==> src/rtl/pts_ram.sv <==
`default_nettype none
module pts_ram #(
  parameter int Width = 8,
  parameter int Depth = 64
) (
  input  wire logic                     clk_i,
  input  wire logic                     we_i,
  input  wire logic [$clog2(Depth)-1:0] waddr_i,
  input  wire logic [Width-1:0]         wdata_i,
  input  wire logic [$clog2(Depth)-1:0] raddr_i,
  output logic      [Width-1:0]         rdata_o
);
  logic [Width-1:0] mem_q [Depth];

  always_ff @(posedge clk_i) begin
    if (we_i) begin
      mem_q[waddr_i] <= wdata_i;
    end
    rdata_o <= mem_q[raddr_i];
  end
endmodule
`default_nettype wire

==> config.mk <==
export PLATFORM = sky130hd
export DESIGN_NAME = pts_ram
export DESIGN_NICKNAME = d
export VERILOG_FILES = /design/src/rtl/pts_ram.sv
export SDC_FILE = /design/constraint.sdc
export NUM_CORES = 1
export LEC_CHECK = 0
export BUFFER_PORTS_ARGS = -buffer_cell sky130_fd_sc_hd__buf_2
export CAP_MARGIN = 20
export CORE_UTILIZATION = 35
export CTS_CLUSTER_SIZE = 24
export DETAILED_ROUTE_END_ITERATION = 10
export RECOVER_POWER = 50
export SKIP_CTS_REPAIR_TIMING = 1
export SYNTH_ARGS = -nofsm -noshare
export SYNTH_HDL_FRONTEND = slang
export SYNTH_SLANG_ARGS = --single-unit
==> constraint.sdc <==
create_clock -name clk_i -period 2.3 [get_ports clk_i]
set_input_delay 0.46 -clock clk_i [delete_from_list [all_inputs] [get_ports clk_i]]
set_output_delay 0.46 -clock clk_i [all_outputs]
set_load 0.03 [all_outputs]
==> reports/qor.csv <==
stage,metric,value,unit
outcome,outcome,finished clean,
clocking,cts.htree.levels,2,
cells_and_area,fin_nets,1132,
die,die_x,242,µm
timing,slew_headroom,0.0569,
timing,tightest_slew,1.41,ns
cells_and_area,antennaDiodeCount,0,
cells_and_area,stdcell_area,23800,µm²
setup_path,cp-start-kind,input port,
drt,via_per_inst,5.16,
cells_and_area,drive_gt1_frac,0.325,
timing,setup_viol,0,
timing,final.setup.tns,0,ns
setup_path,path_max_fanout,22,
die,rows,87,
die,start_util,0.356,
place,place_area,22200,µm²
clocking,clockBufferDepth,3,
pwr,powerDensity,847,nW/µm²
synthesis,yosysWarnings,0,
place,dp_hpwl,29800,µm
cells_and_area,final_common_cell,edfxtp_1,
drt,vias,9854,
die,pin_count,30,
grt,grt_first_pass_wirelength,68900,µm
drt,drt_iter0_drc,927,
drt,wl_per_cell,24.2,µm
cells_and_area,fillers,4882,
setup_path,worstPathArrival,2.58,ns
cells_and_area,final_cell_mix,"edfxtp_1 (512), mux4_2 (126), buf_4 (114)",
synthesis,ys_seq_area_frac,0.770,
min_path,hold_path_class,input port to flop,
synthesis,async_reset_ff_frac,0,
cells_and_area,syn_to_final_growth,18.0,%
timing,slew_viol_final,0,
synthesis,synth_edf_count,512,
die,die_y,242,µm
drt,drc,0,
setup_path,critPathSlowestCell,o311ai_1,
place,gp_congestion,0.825,
place,placed_cells,1812,
synthesis,synth-seq-cells,520,
timing,period_needed,2.13,ns
clocking,tritoncts,yes,
pwr,p_leak,7.62,nW
drt,wl,46100,µm
synthesis,synth.avg_cell_area,21.5,µm²
setup_path,critical_path_class,input port to flop,
die,fp.dieArea,58600,µm²
grt,grt_usage,0.160,
setup_path,cp_cell_sequence,clkbuf_8 > buf_12 > mux4_2 > mux2_2 > o311ai_1 > nand2_1,
synthesis,synth_area,20200,µm²
timing,clock_skew,0.0193,ns
drt,dr.pass1.iters,5,
place,dp_slack,-0.526,ns
pwr,irDropWorstVdd,0.520,mV
synthesis,syn_nets,962,
synthesis,synthFlopType,edfxtp_1,
clocking,clk_pin_slew,0.07,ns
place,port_buffers,29,
grt,grt-ovfl-total,0,
grt,grt_pass1_vias,10200,
clocking,cts-buffers-inserted,52,
timing,post-route-period-util,0.926,
flow_run,max_cap_viol_count,0,
timing,setup_slack,0.171,ns
synthesis,netlist-cell-type-count,40,
clocking,insertion_delay,0.59,ns
timing,final_hold_viol_count,0,
timing,rsz0062_at_grt,no,
timing,fmax,470,MHz
synthesis,syn_inst,940,
die,fp.coreArea,56700,µm²
grt,grt_max_degree,65,
clocking,cts-root-buf,clkbuf_16,
grt,antenna_found_initial,2,
cells_and_area,fin_cells,1909,
setup_path,worstPathRequired,2.75,ns
setup_path,end_kind,flop,
drt,antenna_left,0,
setup_path,slowest_delay,0.59,ns
pwr,power,0.0202,W
clocking,clock_sinks,520,
==> final cells by class <==
type	instances	area (µm²)	area share
Clock buffer	60	1350	0.0568
Clock inverter	37	378	0.0159
Multi-Input combinational cell	369	4320	0.181
Sequential cell	520	15500	0.653
Tap cell	756	946	0.0397
Timing Repair Buffer	167	1280	0.0537
==> where the power goes <==
part / total, W / internal [W] / switching [W]
clock network: 0.00856 / 0.00502 / 0.00354
logic: 0.00107 / 0.000431 / 0.000639
registers: 0.0105 / 0.0105 / 0.0000433
==> metrics by stage <==
stage / hold WS (ns) / util
global route: 0.302 / 0.420
CTS: 0.280 / 0.421
detailed placement: 0.820 / 0.391
finish: 0.320 / 0.420
floorplan: 0.559 / -
global placement: 0.790 / 0.391
==> cells in the mapped netlist (2+ instances only) <==
library cell | instances | area, µm²
mux4_2 | 126 | 2840
dfxtp_1 | 8 | 160
buf_1 | 4 | 15.0
nand2b_1 | 7 | 43.8
o22ai_1 | 8 | 50.1
buf_12 | 2 | 40.0
nor2_1 | 83 | 312
mux2_2 | 13 | 146
a211oi_1 | 4 | 30.0
nor4_1 | 2 | 12.5
a22oi_1 | 3 | 22.5
clkbuf_1 | 17 | 63.8
o21ai_0 | 2 | 10.0
o41ai_1 | 2 | 17.5
nor2b_1 | 14 | 87.6
o21a_1 | 2 | 15.0
a221oi_1 | 6 | 52.6
a21oi_1 | 3 | 15.0
o221a_2 | 2 | 22.5
a2111oi_0 | 2 | 17.5
buf_2 | 11 | 55.1
nand3b_1 | 3 | 22.5
nor3_1 | 7 | 35.0
buf_4 | 13 | 97.6
buf_6 | 4 | 45.0
o32ai_1 | 2 | 17.5
o2111ai_1 | 3 | 26.3
nand3_1 | 13 | 65.1
o2bb2ai_1 | 3 | 26.3
o21ai_1 | 2 | 10.0
mux2i_1 | 23 | 230
edfxtp_1 | 512 | 15400
nand4_1 | 2 | 12.5
o221ai_1 | 8 | 70.1
nand2_1 | 19 | 71.3
==> per-layer routing <==
| metal | global-route usage | vias to the layer above | share of wire |
|---|---|---|---|
| li1 | - | 4271 | - |
| met1 | 0.219 | 5234 | 0.43 |
| met2 | 0.259 | 281 | 0.48 |
| met3 | 0.0335 | 64 | 0.062 |
| met4 | 0.0447 | 4 | 0.021 |
| met5 | 0 | - | 0.00039 |
==> cell families (layout without fill, tap and decap cells) <==
group / Yosys count / count (layout) / share of synthesized area
simple gates: 153 / 153 / 0.0339
compound gates: 54 / 54 / 0.0207
buf+inv: 51 / 264 / 0.0157
mux: 162 / 162 / 0.159
flops: 520 / 520 / 0.770
==> sequential cells by signal, summed over array words and instances (netlist names) <==
signal and flops:
mem_q 512, rdata_o 8
==> worst max-delay path, delay by kind of cell <==
kind            cells  cell delay (ns)
buf+inv             2             0.53
mux                 2             0.85
simple gates        1             0.13
compound gates      1             0.59
==> path summary, 6_finish.rpt <==
| kind | from | endpoint | slack [ns] | cells past startpoint |
|---|---|---|---|---|
| worst max-delay path | raddr_i[0] | rdata_o[7] | 0.17 | 6 |
| worst min-delay path | raddr_i[5] | rdata_o[0] | 0.32 | 3 |
| worst max register to register | mem_q[5][7] | rdata_o[7] | 0.26 | 4 |
| worst min register to register | mem_q[30][4] | rdata_o[4] | 0.82 | 3 |
No activity file was read; power rests on OpenSTA's default activity.
