$ cat config.mk
export PLATFORM = sky130hd
export DESIGN_NAME = pts_scan
export DESIGN_NICKNAME = d
export VERILOG_FILES = /design/src/rtl/pts_pkg.sv /design/src/rtl/pts_scan.sv
export SDC_FILE = /design/constraint.sdc
export NUM_CORES = 1
export LEC_CHECK = 0
export BUFFER_PORTS_ARGS = -buffer_cell sky130_fd_sc_hd__buf_2
export CAP_MARGIN = 10
export CORE_ASPECT_RATIO = 0.7
export CORE_MARGIN = 1.5
export CORE_UTILIZATION = 50
export CTS_CLUSTER_SIZE = 30
export DETAILED_ROUTE_END_ITERATION = 7
export GPL_ROUTABILITY_DRIVEN = 0
export MAX_ROUTING_LAYER = met4
export PLACE_DENSITY = 0.89
export SLEW_MARGIN = 20
export SYNTH_ARGS = -nofsm -noshare
export SYNTH_HDL_FRONTEND = slang
export SYNTH_SLANG_ARGS = --single-unit
$ cat constraint.sdc
create_clock -name clk_i -period 6.65 [get_ports clk_i]
set_clock_uncertainty 0.15 [all_clocks]
set_input_delay 0.665 -clock clk_i [delete_from_list [all_inputs] [get_ports clk_i]]
set_output_delay 0.665 -clock clk_i [all_outputs]
set_load 0.01 [all_outputs]
$ cat src/rtl/pts_pkg.sv
`default_nettype none
package pts_pkg;
  localparam int NumSlots = 64;
  localparam int SlotW = $clog2(NumSlots);

  typedef enum logic [2:0] {
    ST_UNUSED   = 3'd0,
    ST_EMBRYO   = 3'd1,
    ST_SLEEPING = 3'd2,
    ST_RUNNABLE = 3'd3,
    ST_RUNNING  = 3'd4,
    ST_ZOMBIE   = 3'd5
  } slot_state_e;

  typedef enum logic [3:0] {
    CMD_ALLOC    = 4'd0,
    CMD_RUNNABLE = 4'd1,
    CMD_DISPATCH = 4'd2,
    CMD_YIELD    = 4'd3,
    CMD_SLEEP    = 4'd4,
    CMD_WAKE     = 4'd5,
    CMD_KILL     = 4'd6,
    CMD_EXIT     = 4'd7,
    CMD_REAP     = 4'd8,
    CMD_SETPRIO  = 4'd9,
    CMD_GETPRIO  = 4'd10,
    CMD_POSITION = 4'd11,
    CMD_COUNT    = 4'd12
  } cmd_e;

  typedef enum logic [2:0] {
    STS_OK        = 3'd0,
    STS_NOT_FOUND = 3'd1,
    STS_FULL      = 3'd2,
    STS_NONE_RUN  = 3'd3,
    STS_BAD_PRIO  = 3'd4
  } status_e;

  typedef enum logic [1:0] {
    MODE_RR   = 2'd0,
    MODE_FIFO = 2'd1,
    MODE_PRIO = 2'd2
  } mode_e;

  typedef enum logic [2:0] {
    FSM_IDLE, FSM_SCAN, FSM_RD, FSM_EXEC, FSM_WB, FSM_OUT
  } fsm_e;

  // control bundle from sequencer to comparison unit
  typedef struct packed {
    logic             start;
    logic             step;
    logic [SlotW-1:0] idx;
  } scan_ctl_t;

  typedef struct packed {
    logic [2:0]  state;
    logic [15:0] pid;
    logic [1:0]  prio;
    logic [31:0] created;
    logic [31:0] started;
    logic [15:0] channel;
    logic        killed;
    logic [31:0] disp;
  } slot_t;

  localparam int SlotBits = $bits(slot_t);
endpackage
`default_nettype wire

$ cat src/rtl/pts_scan.sv
`default_nettype none
module pts_scan import pts_pkg::*; (
  input  wire logic             clk_i,
  input  wire logic             rst_ni,
  input  wire scan_ctl_t        ctl_i,
  input  wire slot_t            slot_i,
  input  wire logic [3:0]       cmd_i,
  input  wire logic [15:0]      pid_i,
  input  wire logic [1:0]       mode_i,
  output logic                  found_o,
  output logic [SlotW-1:0]      hit_o,
  output logic [31:0]           count_o
);
  logic             found_q, found_d;
  logic [SlotW-1:0] hit_q, hit_d;
  logic [31:0]      count_q, count_d;
  logic [31:0]      key_q, key_d;
  logic             match, active, better;
  logic [31:0]      key;

  always_comb begin
    active = (slot_i.state == ST_SLEEPING) || (slot_i.state == ST_RUNNABLE) ||
             (slot_i.state == ST_RUNNING);
    key    = (mode_i == MODE_FIFO) ? slot_i.created : {30'd0, slot_i.prio};
    case (cmd_i)
      CMD_ALLOC:    match = slot_i.state == ST_UNUSED;
      CMD_DISPATCH: match = slot_i.state == ST_RUNNABLE;
      CMD_POSITION: match = active && slot_i.pid == pid_i;
      default:      match = slot_i.state != ST_UNUSED && slot_i.pid == pid_i;
    endcase
    better = 1'b0;
    if (match && !found_q) begin
      better = 1'b1;
    end else if (match && cmd_i == CMD_DISPATCH &&
                 (mode_i == MODE_FIFO || mode_i == MODE_PRIO)) begin
      better = key < key_q;
    end
    found_d = found_q;
    hit_d   = hit_q;
    key_d   = key_q;
    count_d = count_q;
    if (ctl_i.start) begin
      found_d = 1'b0;
      count_d = '0;
    end else if (ctl_i.step) begin
      if (better) begin
        found_d = 1'b1;
        hit_d   = ctl_i.idx;
        key_d   = key;
      end
      if (cmd_i == CMD_POSITION && active && !match && !found_q) begin
        count_d = count_q + 32'd1;
      end
    end
  end

  always_ff @(posedge clk_i or negedge rst_ni) begin
    if (!rst_ni) begin
      found_q <= 1'b0;
      count_q <= '0;
    end else begin
      found_q <= found_d;
      count_q <= count_d;
    end
  end

  always_ff @(posedge clk_i) begin
    hit_q <= hit_d;
    key_q <= key_d;
  end

  assign found_o = found_q;
  assign hit_o   = hit_q;
  assign count_o = count_q;

  a_start_clears: assert property (@(posedge clk_i) disable iff (!rst_ni)
    ctl_i.start |=> !found_q) else $error("scan start did not clear hit");
  a_hit_sticky: assert property (@(posedge clk_i) disable iff (!rst_ni)
    found_q && !ctl_i.start |=> found_q) else $error("hit lost");
  a_count_hold: assert property (@(posedge clk_i) disable iff (!rst_ni)
    !ctl_i.start && !ctl_i.step |=> $stable(count_q)) else $error("count moved");
endmodule
`default_nettype wire

==> impl_metrics.tcl, run 1 <==
set metrics [dict create \
    clkTransAtPathRegs_ns 0.06 \
    synth.distinct_cells 46 \
    min_path_type "primary input to async pin" \
    final_net_count 734 \
    dp_cells 625 \
    cts_hold_buffers 0 \
    yosys.area.top_type "edfxtp_1" \
    p_int_mw 0.8000 \
    dieHeight_um 79.91 \
    yosys-top-cells-count "39 x inv_1, 38 x edfxtp_1, 37 x a21oi_1" \
    switchingPower_mw 0.2139 \
    slowest_delay_ns 0.70 \
    post-route-cell-area_sq_um 5243 \
    grt_max_degree 36 \
    startpoint "mode_i[1]" \
    dpl_cell_area_sq_um 4945 \
    first_pass_iters 4 \
    synthesis.area_sq_um 4225 \
    fin_setup_tns_ns 0 \
    synth-seq-cells 71 \
    via_per_inst 5.563 \
    hpwlAfterDp_um 7301 \
    r2r_cells 9 \
    period_share_pct 60.81 \
    endpoint "hit_o[0]" \
    drv_slew 0 \
    clkPwrFrac_pct 47.2 \
    reg2reg_from "key_q[7]" \
    drive_gt1_share_pct 27.96 \
    cts_resized 0 \
    maxCapViolations 0 \
    ys.flop_type "edfxtp_1" \
    fin_hold_ws_ns 0.2459 \
    setup_slack_ns 2.606 \
    yosysSeqAreaShare_pct 46.55 \
    postRouteAntennaNets 0 \
    status "completed" \
    crit_top_cell "ha_1" \
    cp_cell_sequence "buf_2 -> inv_1 -> ha_1 -> and2_1 -> ha_1 -> and4_1 -> a221oi_1 -> o21ai_0 -> a31oi_1 -> o31ai_1 -> a21oi_4 -> buf_16" \
    setup_viol 0 \
    cp.depth 12 \
    synth.net_count 613 \
    cp.arrival_ns 3.92 \
    power.total_mw 1.014 \
    ys_async_sr_fraction_pct 46.48 \
    final_cells 641 \
    diodes 0 \
    critPathTopFamily "compound AO/OA/AOI/OAI gates" \
    cts_tree "built" \
    switching_share_pct 21.10 \
    worst_path_max_delay_cell "ha_1" \
    grt_setup_unrepaired "false" \
    fillCellCount 658 \
    reg2reg_to "hit_o[0]" \
    powerDensity_nw_per_um2 193.4 \
    grt_first_pass_wirelength_um 15830 \
    regArea_sq_um 1967 \
    drc 0 \
    synth_top_area_share_pct 27.01 \
    ios 205 \
    synth_area_leaders "edfxtp_1 27%, dfrtp_1 20%, ha_1 9.8%" \
    wl_per_cell_um 15.09 \
    yosys.cell_count.top_type "inv_1" \
    p_leak_nw 2.531 \
    ff2ff_setup_slack_ns 3.66 \
    start_util_pct 52.55 \
    cts_buffers 9 \
    combPwrFrac_pct 6.9 \
    drt-initial-drc-count 146 \
    port_buffers 123 \
    dp_slack_ns 2.240 \
    overflow 0 \
    endpoint_kind "flop" \
    grt_pass1_vias 3372 \
    critPathKind "primary input to flop" \
    netlist_instances 414 \
    utilization_pct 65.20 \
    synth_edf_count 38 \
    finalHoldViolCount 0 \
    max_freq_mhz 247.3 \
    yosys_warnings 0 \
    drt-total-wl_um 9672 \
    crit_path_max_fanout 32 \
    fin_crit_ns 4.044 \
    antenna_found_initial 0 \
    grt.total_usage_pct 22.79 \
    cts_setup_buffers 0 \
    worst_pin_slew_ns 0.9927 \
    die_x_um 112.9 \
    power.ir.vdd_worst_mv 0.1583 \
    power.share.sequential_pct 45.9 \
    clock_path_buffers 2 \
    cts-root-buf "clkbuf_16" \
    htree_num_levels 3 \
    synth.avg_cell_area_sq_um 10.21 \
    multi_input_area_sq_um 2062 \
    relSlewSlack_pct 33.82 \
    coreArea_sq_um 8040 \
    worst_setup_path_start_kind "primary input" \
    clk-insertion-delay-late_ns 0.32 \
    area_growth_pct 24.07 \
    design.die.area_sq_um 9020 \
    rows 27 \
    clock_sinks 71 \
    required_ns 6.52 \
    vias 3566 \
    path_buf_inv 3 \
]
-- logic make-up after synthesis --
group,synth area share (%)
AOI/OAI and AO/OA,14.01
and+or+nand+nor,19.84
DFF,46.55
xor gates and xnor gates,4.146
buffers and inverters,4.916
muxes,0.7699
adders and majority gates,9.772
-- sequential cells by signal, summed over array words and instances (netlist names) --
register and flops:
hit_o 6, key_q 32, found_o 1, count_o 32
-- area by class of cell --
class | count | share of cell area (%)
flip-flops and latches | 71 | 37.52
multi-input cells | 290 | 39.33
well taps | 101 | 2.410
repair buffers | 124 | 12.27
clock buffers | 11 | 4.630
inverters | 39 | 2.792
clock inverters | 5 | 1.050
-- worst min path at each step --
| stage | start | end | slack [ns] | cells past startpoint |
|---|---|---|---|---|
| 2_1_floorplan | rst_ni | count_o[0] | 0.22 | 0 |
| 6_report | rst_ni | count_o[12] | 0.25 | 1 |
| 3_5_place_dp | count_o[31] | count_o[31] | 0.40 | 2 |
| 4_1_cts | rst_ni | count_o[12] | 0.27 | 1 |
| 3_3_place_gp | count_o[31] | count_o[31] | 0.38 | 2 |
| 5_1_grt | rst_ni | count_o[8] | 0.31 | 1 |
-- power by group through the flow --
stage,clock [mW],sequential (mW),combinational [mW]
detailed placement,0,0.474,0.0708
CTS,0.489,0.465,0.0712
floorplan,0,0.474,0.0316
global route,0.510,0.465,0.0790
global placement,0,0.474,0.0677
finish,0.479,0.465,0.0702
-- cell usage in the layout (no fill, tap or decap), drive strengths merged, types with 2 or more instances in the layout --
cell     synthesis  layout
o211ai           2       2
a221oi           2       2
clkbuf           8      11
xnor2            6       6
nor2b            2       2
and2            31      31
o21ai           16      16
o2111ai          4       4
nand4            9       9
and4             3       3
or4             20      20
a2111oi          2       2
nand2           19      19
mux2             2       2
nor4             3       3
clkinv           0       2
o31ai           20      20
or2              2       2
a21o             3       3
xor2            14      14
nor2            14      14
or3             12      12
a21oi           37      37
edfxtp          38      38
inv             39      41
ha              33      33
and3             5       5
buf              6     124
dfrtp           33      33
nand3           17      17
-- routing by layer --
metal  routed length (um)  track usage (%)  part of all wire [%]  vias to the layer above
met2                 4611            38.11                    48                      108
li1                     -                -                     -                     1778
met4                   84            6.125                  0.87                        0
met3                  559            3.645                   5.8                        8
met1                 4417            29.32                    46                     1672
met5                    0                -                     0                        -
Note: power is estimated with default switching activity, not from simulation.
==> run 2: changes to the inputs <==
CORE_UTILIZATION = 42   (was 50)
PLACE_DENSITY = 0.8   (was 0.89)
clock period = 3.4 ns   (was 6.65 ns; I/O delays follow)
==> impl_metrics.tcl, run 2 (synthesis gave the netlist of run 1 again) <==
set metrics [dict create \
    critPathKind "primary input to flop" \
    period_share_pct 86.17 \
    status "completed" \
    drive_gt1_share_pct 28.34 \
    drv_slew 0 \
    final_net_count 741 \
    grt_pass1_vias 3643 \
    p_leak_nw 2.548 \
    final_cells 675 \
    wl_per_cell_um 14.99 \
    via_per_inst 5.434 \
    r2r_cells 6 \
    startpoint "mode_i[1]" \
    hpwlAfterDp_um 7569 \
    final_common_cell "buf_2" \
    reg2reg_from "count_o[7]" \
    start_util_pct 43.46 \
    powerDensity_nw_per_um2 368.5 \
    dp_cells 658 \
    rows 30 \
    clk-insertion-delay-late_ns 0.33 \
    crit_path_max_fanout 28 \
    cp.arrival_ns 2.81 \
    antenna_found_initial 0 \
    die_x_um 122.9 \
    power.ir.vdd_worst_mv 0.2506 \
    clock_sinks 71 \
    min-delay-start "ctl_i[1]" \
    utilization_pct 54.66 \
    vias 3668 \
    htree_num_levels 3 \
    grt.total_usage_pct 20.23 \
    area_growth_pct 25.76 \
    diodes 0 \
    fillCellCount 864 \
    power.total_mw 1.958 \
    cts-root-buf "clkbuf_16" \
    cts_tree "built" \
    finalHoldViolCount 0 \
    port_buffers 123 \
    postRouteAntennaNets 0 \
    drc 0 \
    worst_pin_slew_ns 0.7406 \
    dieHeight_um 86.92 \
    overflow 0 \
    cts_setup_buffers 0 \
    maxCapViolations 0 \
    grt_max_degree 36 \
    reg2reg_to "count_o[31]" \
    min_path_type "primary input to flop" \
    endpoint "hit_o[3]" \
    first_pass_iters 4 \
    coreArea_sq_um 9722 \
    layout_common_cells "123 x buf_2, 39 x inv_1, 38 x edfxtp_1" \
    setup_viol 0 \
    drt-initial-drc-count 164 \
    grt_setup_unrepaired "false" \
    cts_resized 0 \
    required_ns 3.28 \
    max_freq_mhz 341.3 \
    fin_crit_ns 2.930 \
    endpoint_kind "flop" \
    clock_path_buffers 2 \
    drt-total-wl_um 10120 \
    ios 205 \
    grt_first_pass_wirelength_um 16240 \
    relSlewSlack_pct 50.63 \
    ff2ff_setup_slack_ns 0.83 \
    worst_setup_path_start_kind "primary input" \
    cts_buffers 9 \
    clkTransAtPathRegs_ns 0.05 \
    design.die.area_sq_um 10680 \
    fin_setup_tns_ns 0 \
]
-- run 2: area by class of cell --
| class | count | area (sq um) | share of cell area (%) |
|---|---|---|---|
| multi-input cells | 290 | 2062 | 38.80 |
| clock inverters | 2 | 12.51 | 0.2355 |
| repair buffers | 131 | 690.7 | 13.00 |
| clock buffers | 14 | 275.3 | 5.180 |
| flip-flops and latches | 71 | 1967 | 37.01 |
| well taps | 128 | 160.2 | 3.014 |
| inverters | 39 | 146.4 | 2.755 |
-- run 2: power breakdown --
group / leakage, nW / internal, mW / switching (mW)
Clock: 0.138 / 0.558 / 0.349
Combinational: 1.66 / 0.0698 / 0.0716
Sequential: 0.754 / 0.909 / 0.000657
Total: 2.55 / 1.54 / 0.421
-- run 2: worst min-delay path by stage --
stage | cells past startpoint | slack (ns) | endpoint
2_1_floorplan | 0 | -0.11 | count_o[0]
3_3_place_gp | 1 | 0.29 | count_o[14]
3_5_place_dp | 1 | 0.30 | count_o[14]
4_1_cts | 1 | 0.02 | hit_o[1]
5_1_grt | 1 | 0.02 | hit_o[4]
6_report | 1 | 0.03 | hit_o[1]
-- run 2: worst max-delay path, stage by stage --
cell	delay (ns)
buf_2	0.10
inv_1	0.06
ha_1	0.38
buf_4	0.23
and2_1	0.17
ha_1	0.23
and4_1	0.17
a221oi_1	0.22
o21ai_0	0.12
a31oi_1	0.19
o31ai_1	0.16
a21oi_4	0.22
buf_12	0.21
-- run 2: what timing repair did --
item / in CTS / in global routing
hold buffers: 1 / 0
endpoints found under the hold margin: 33 / 0
endpoints found under the setup margin: 0 / 0
-- run 2: through the flow --
stage	cell area, sq um	hold WS (ns)	setup slack (ns)
4_1_cts	5314	0.02427	0.4514
5_1_grt	5314	0.02481	0.2231
6_report	5314	0.03494	0.4703
3_5_place_dp	5016	0.2970	0.1312
2_1_floorplan	4237	-0.1056	0.1573
3_3_place_gp	5016	0.2890	0.2182
-- run 2: routing by layer --
metal / wire [um] / share of wire (%) / track usage [%]
met5: 0 / 0 / -
met4: 98 / 0.97 / 5.074
met3: 588 / 5.8 / 5.563
met2: 4936 / 49 / 35.05
met1: 4495 / 44 / 23.34
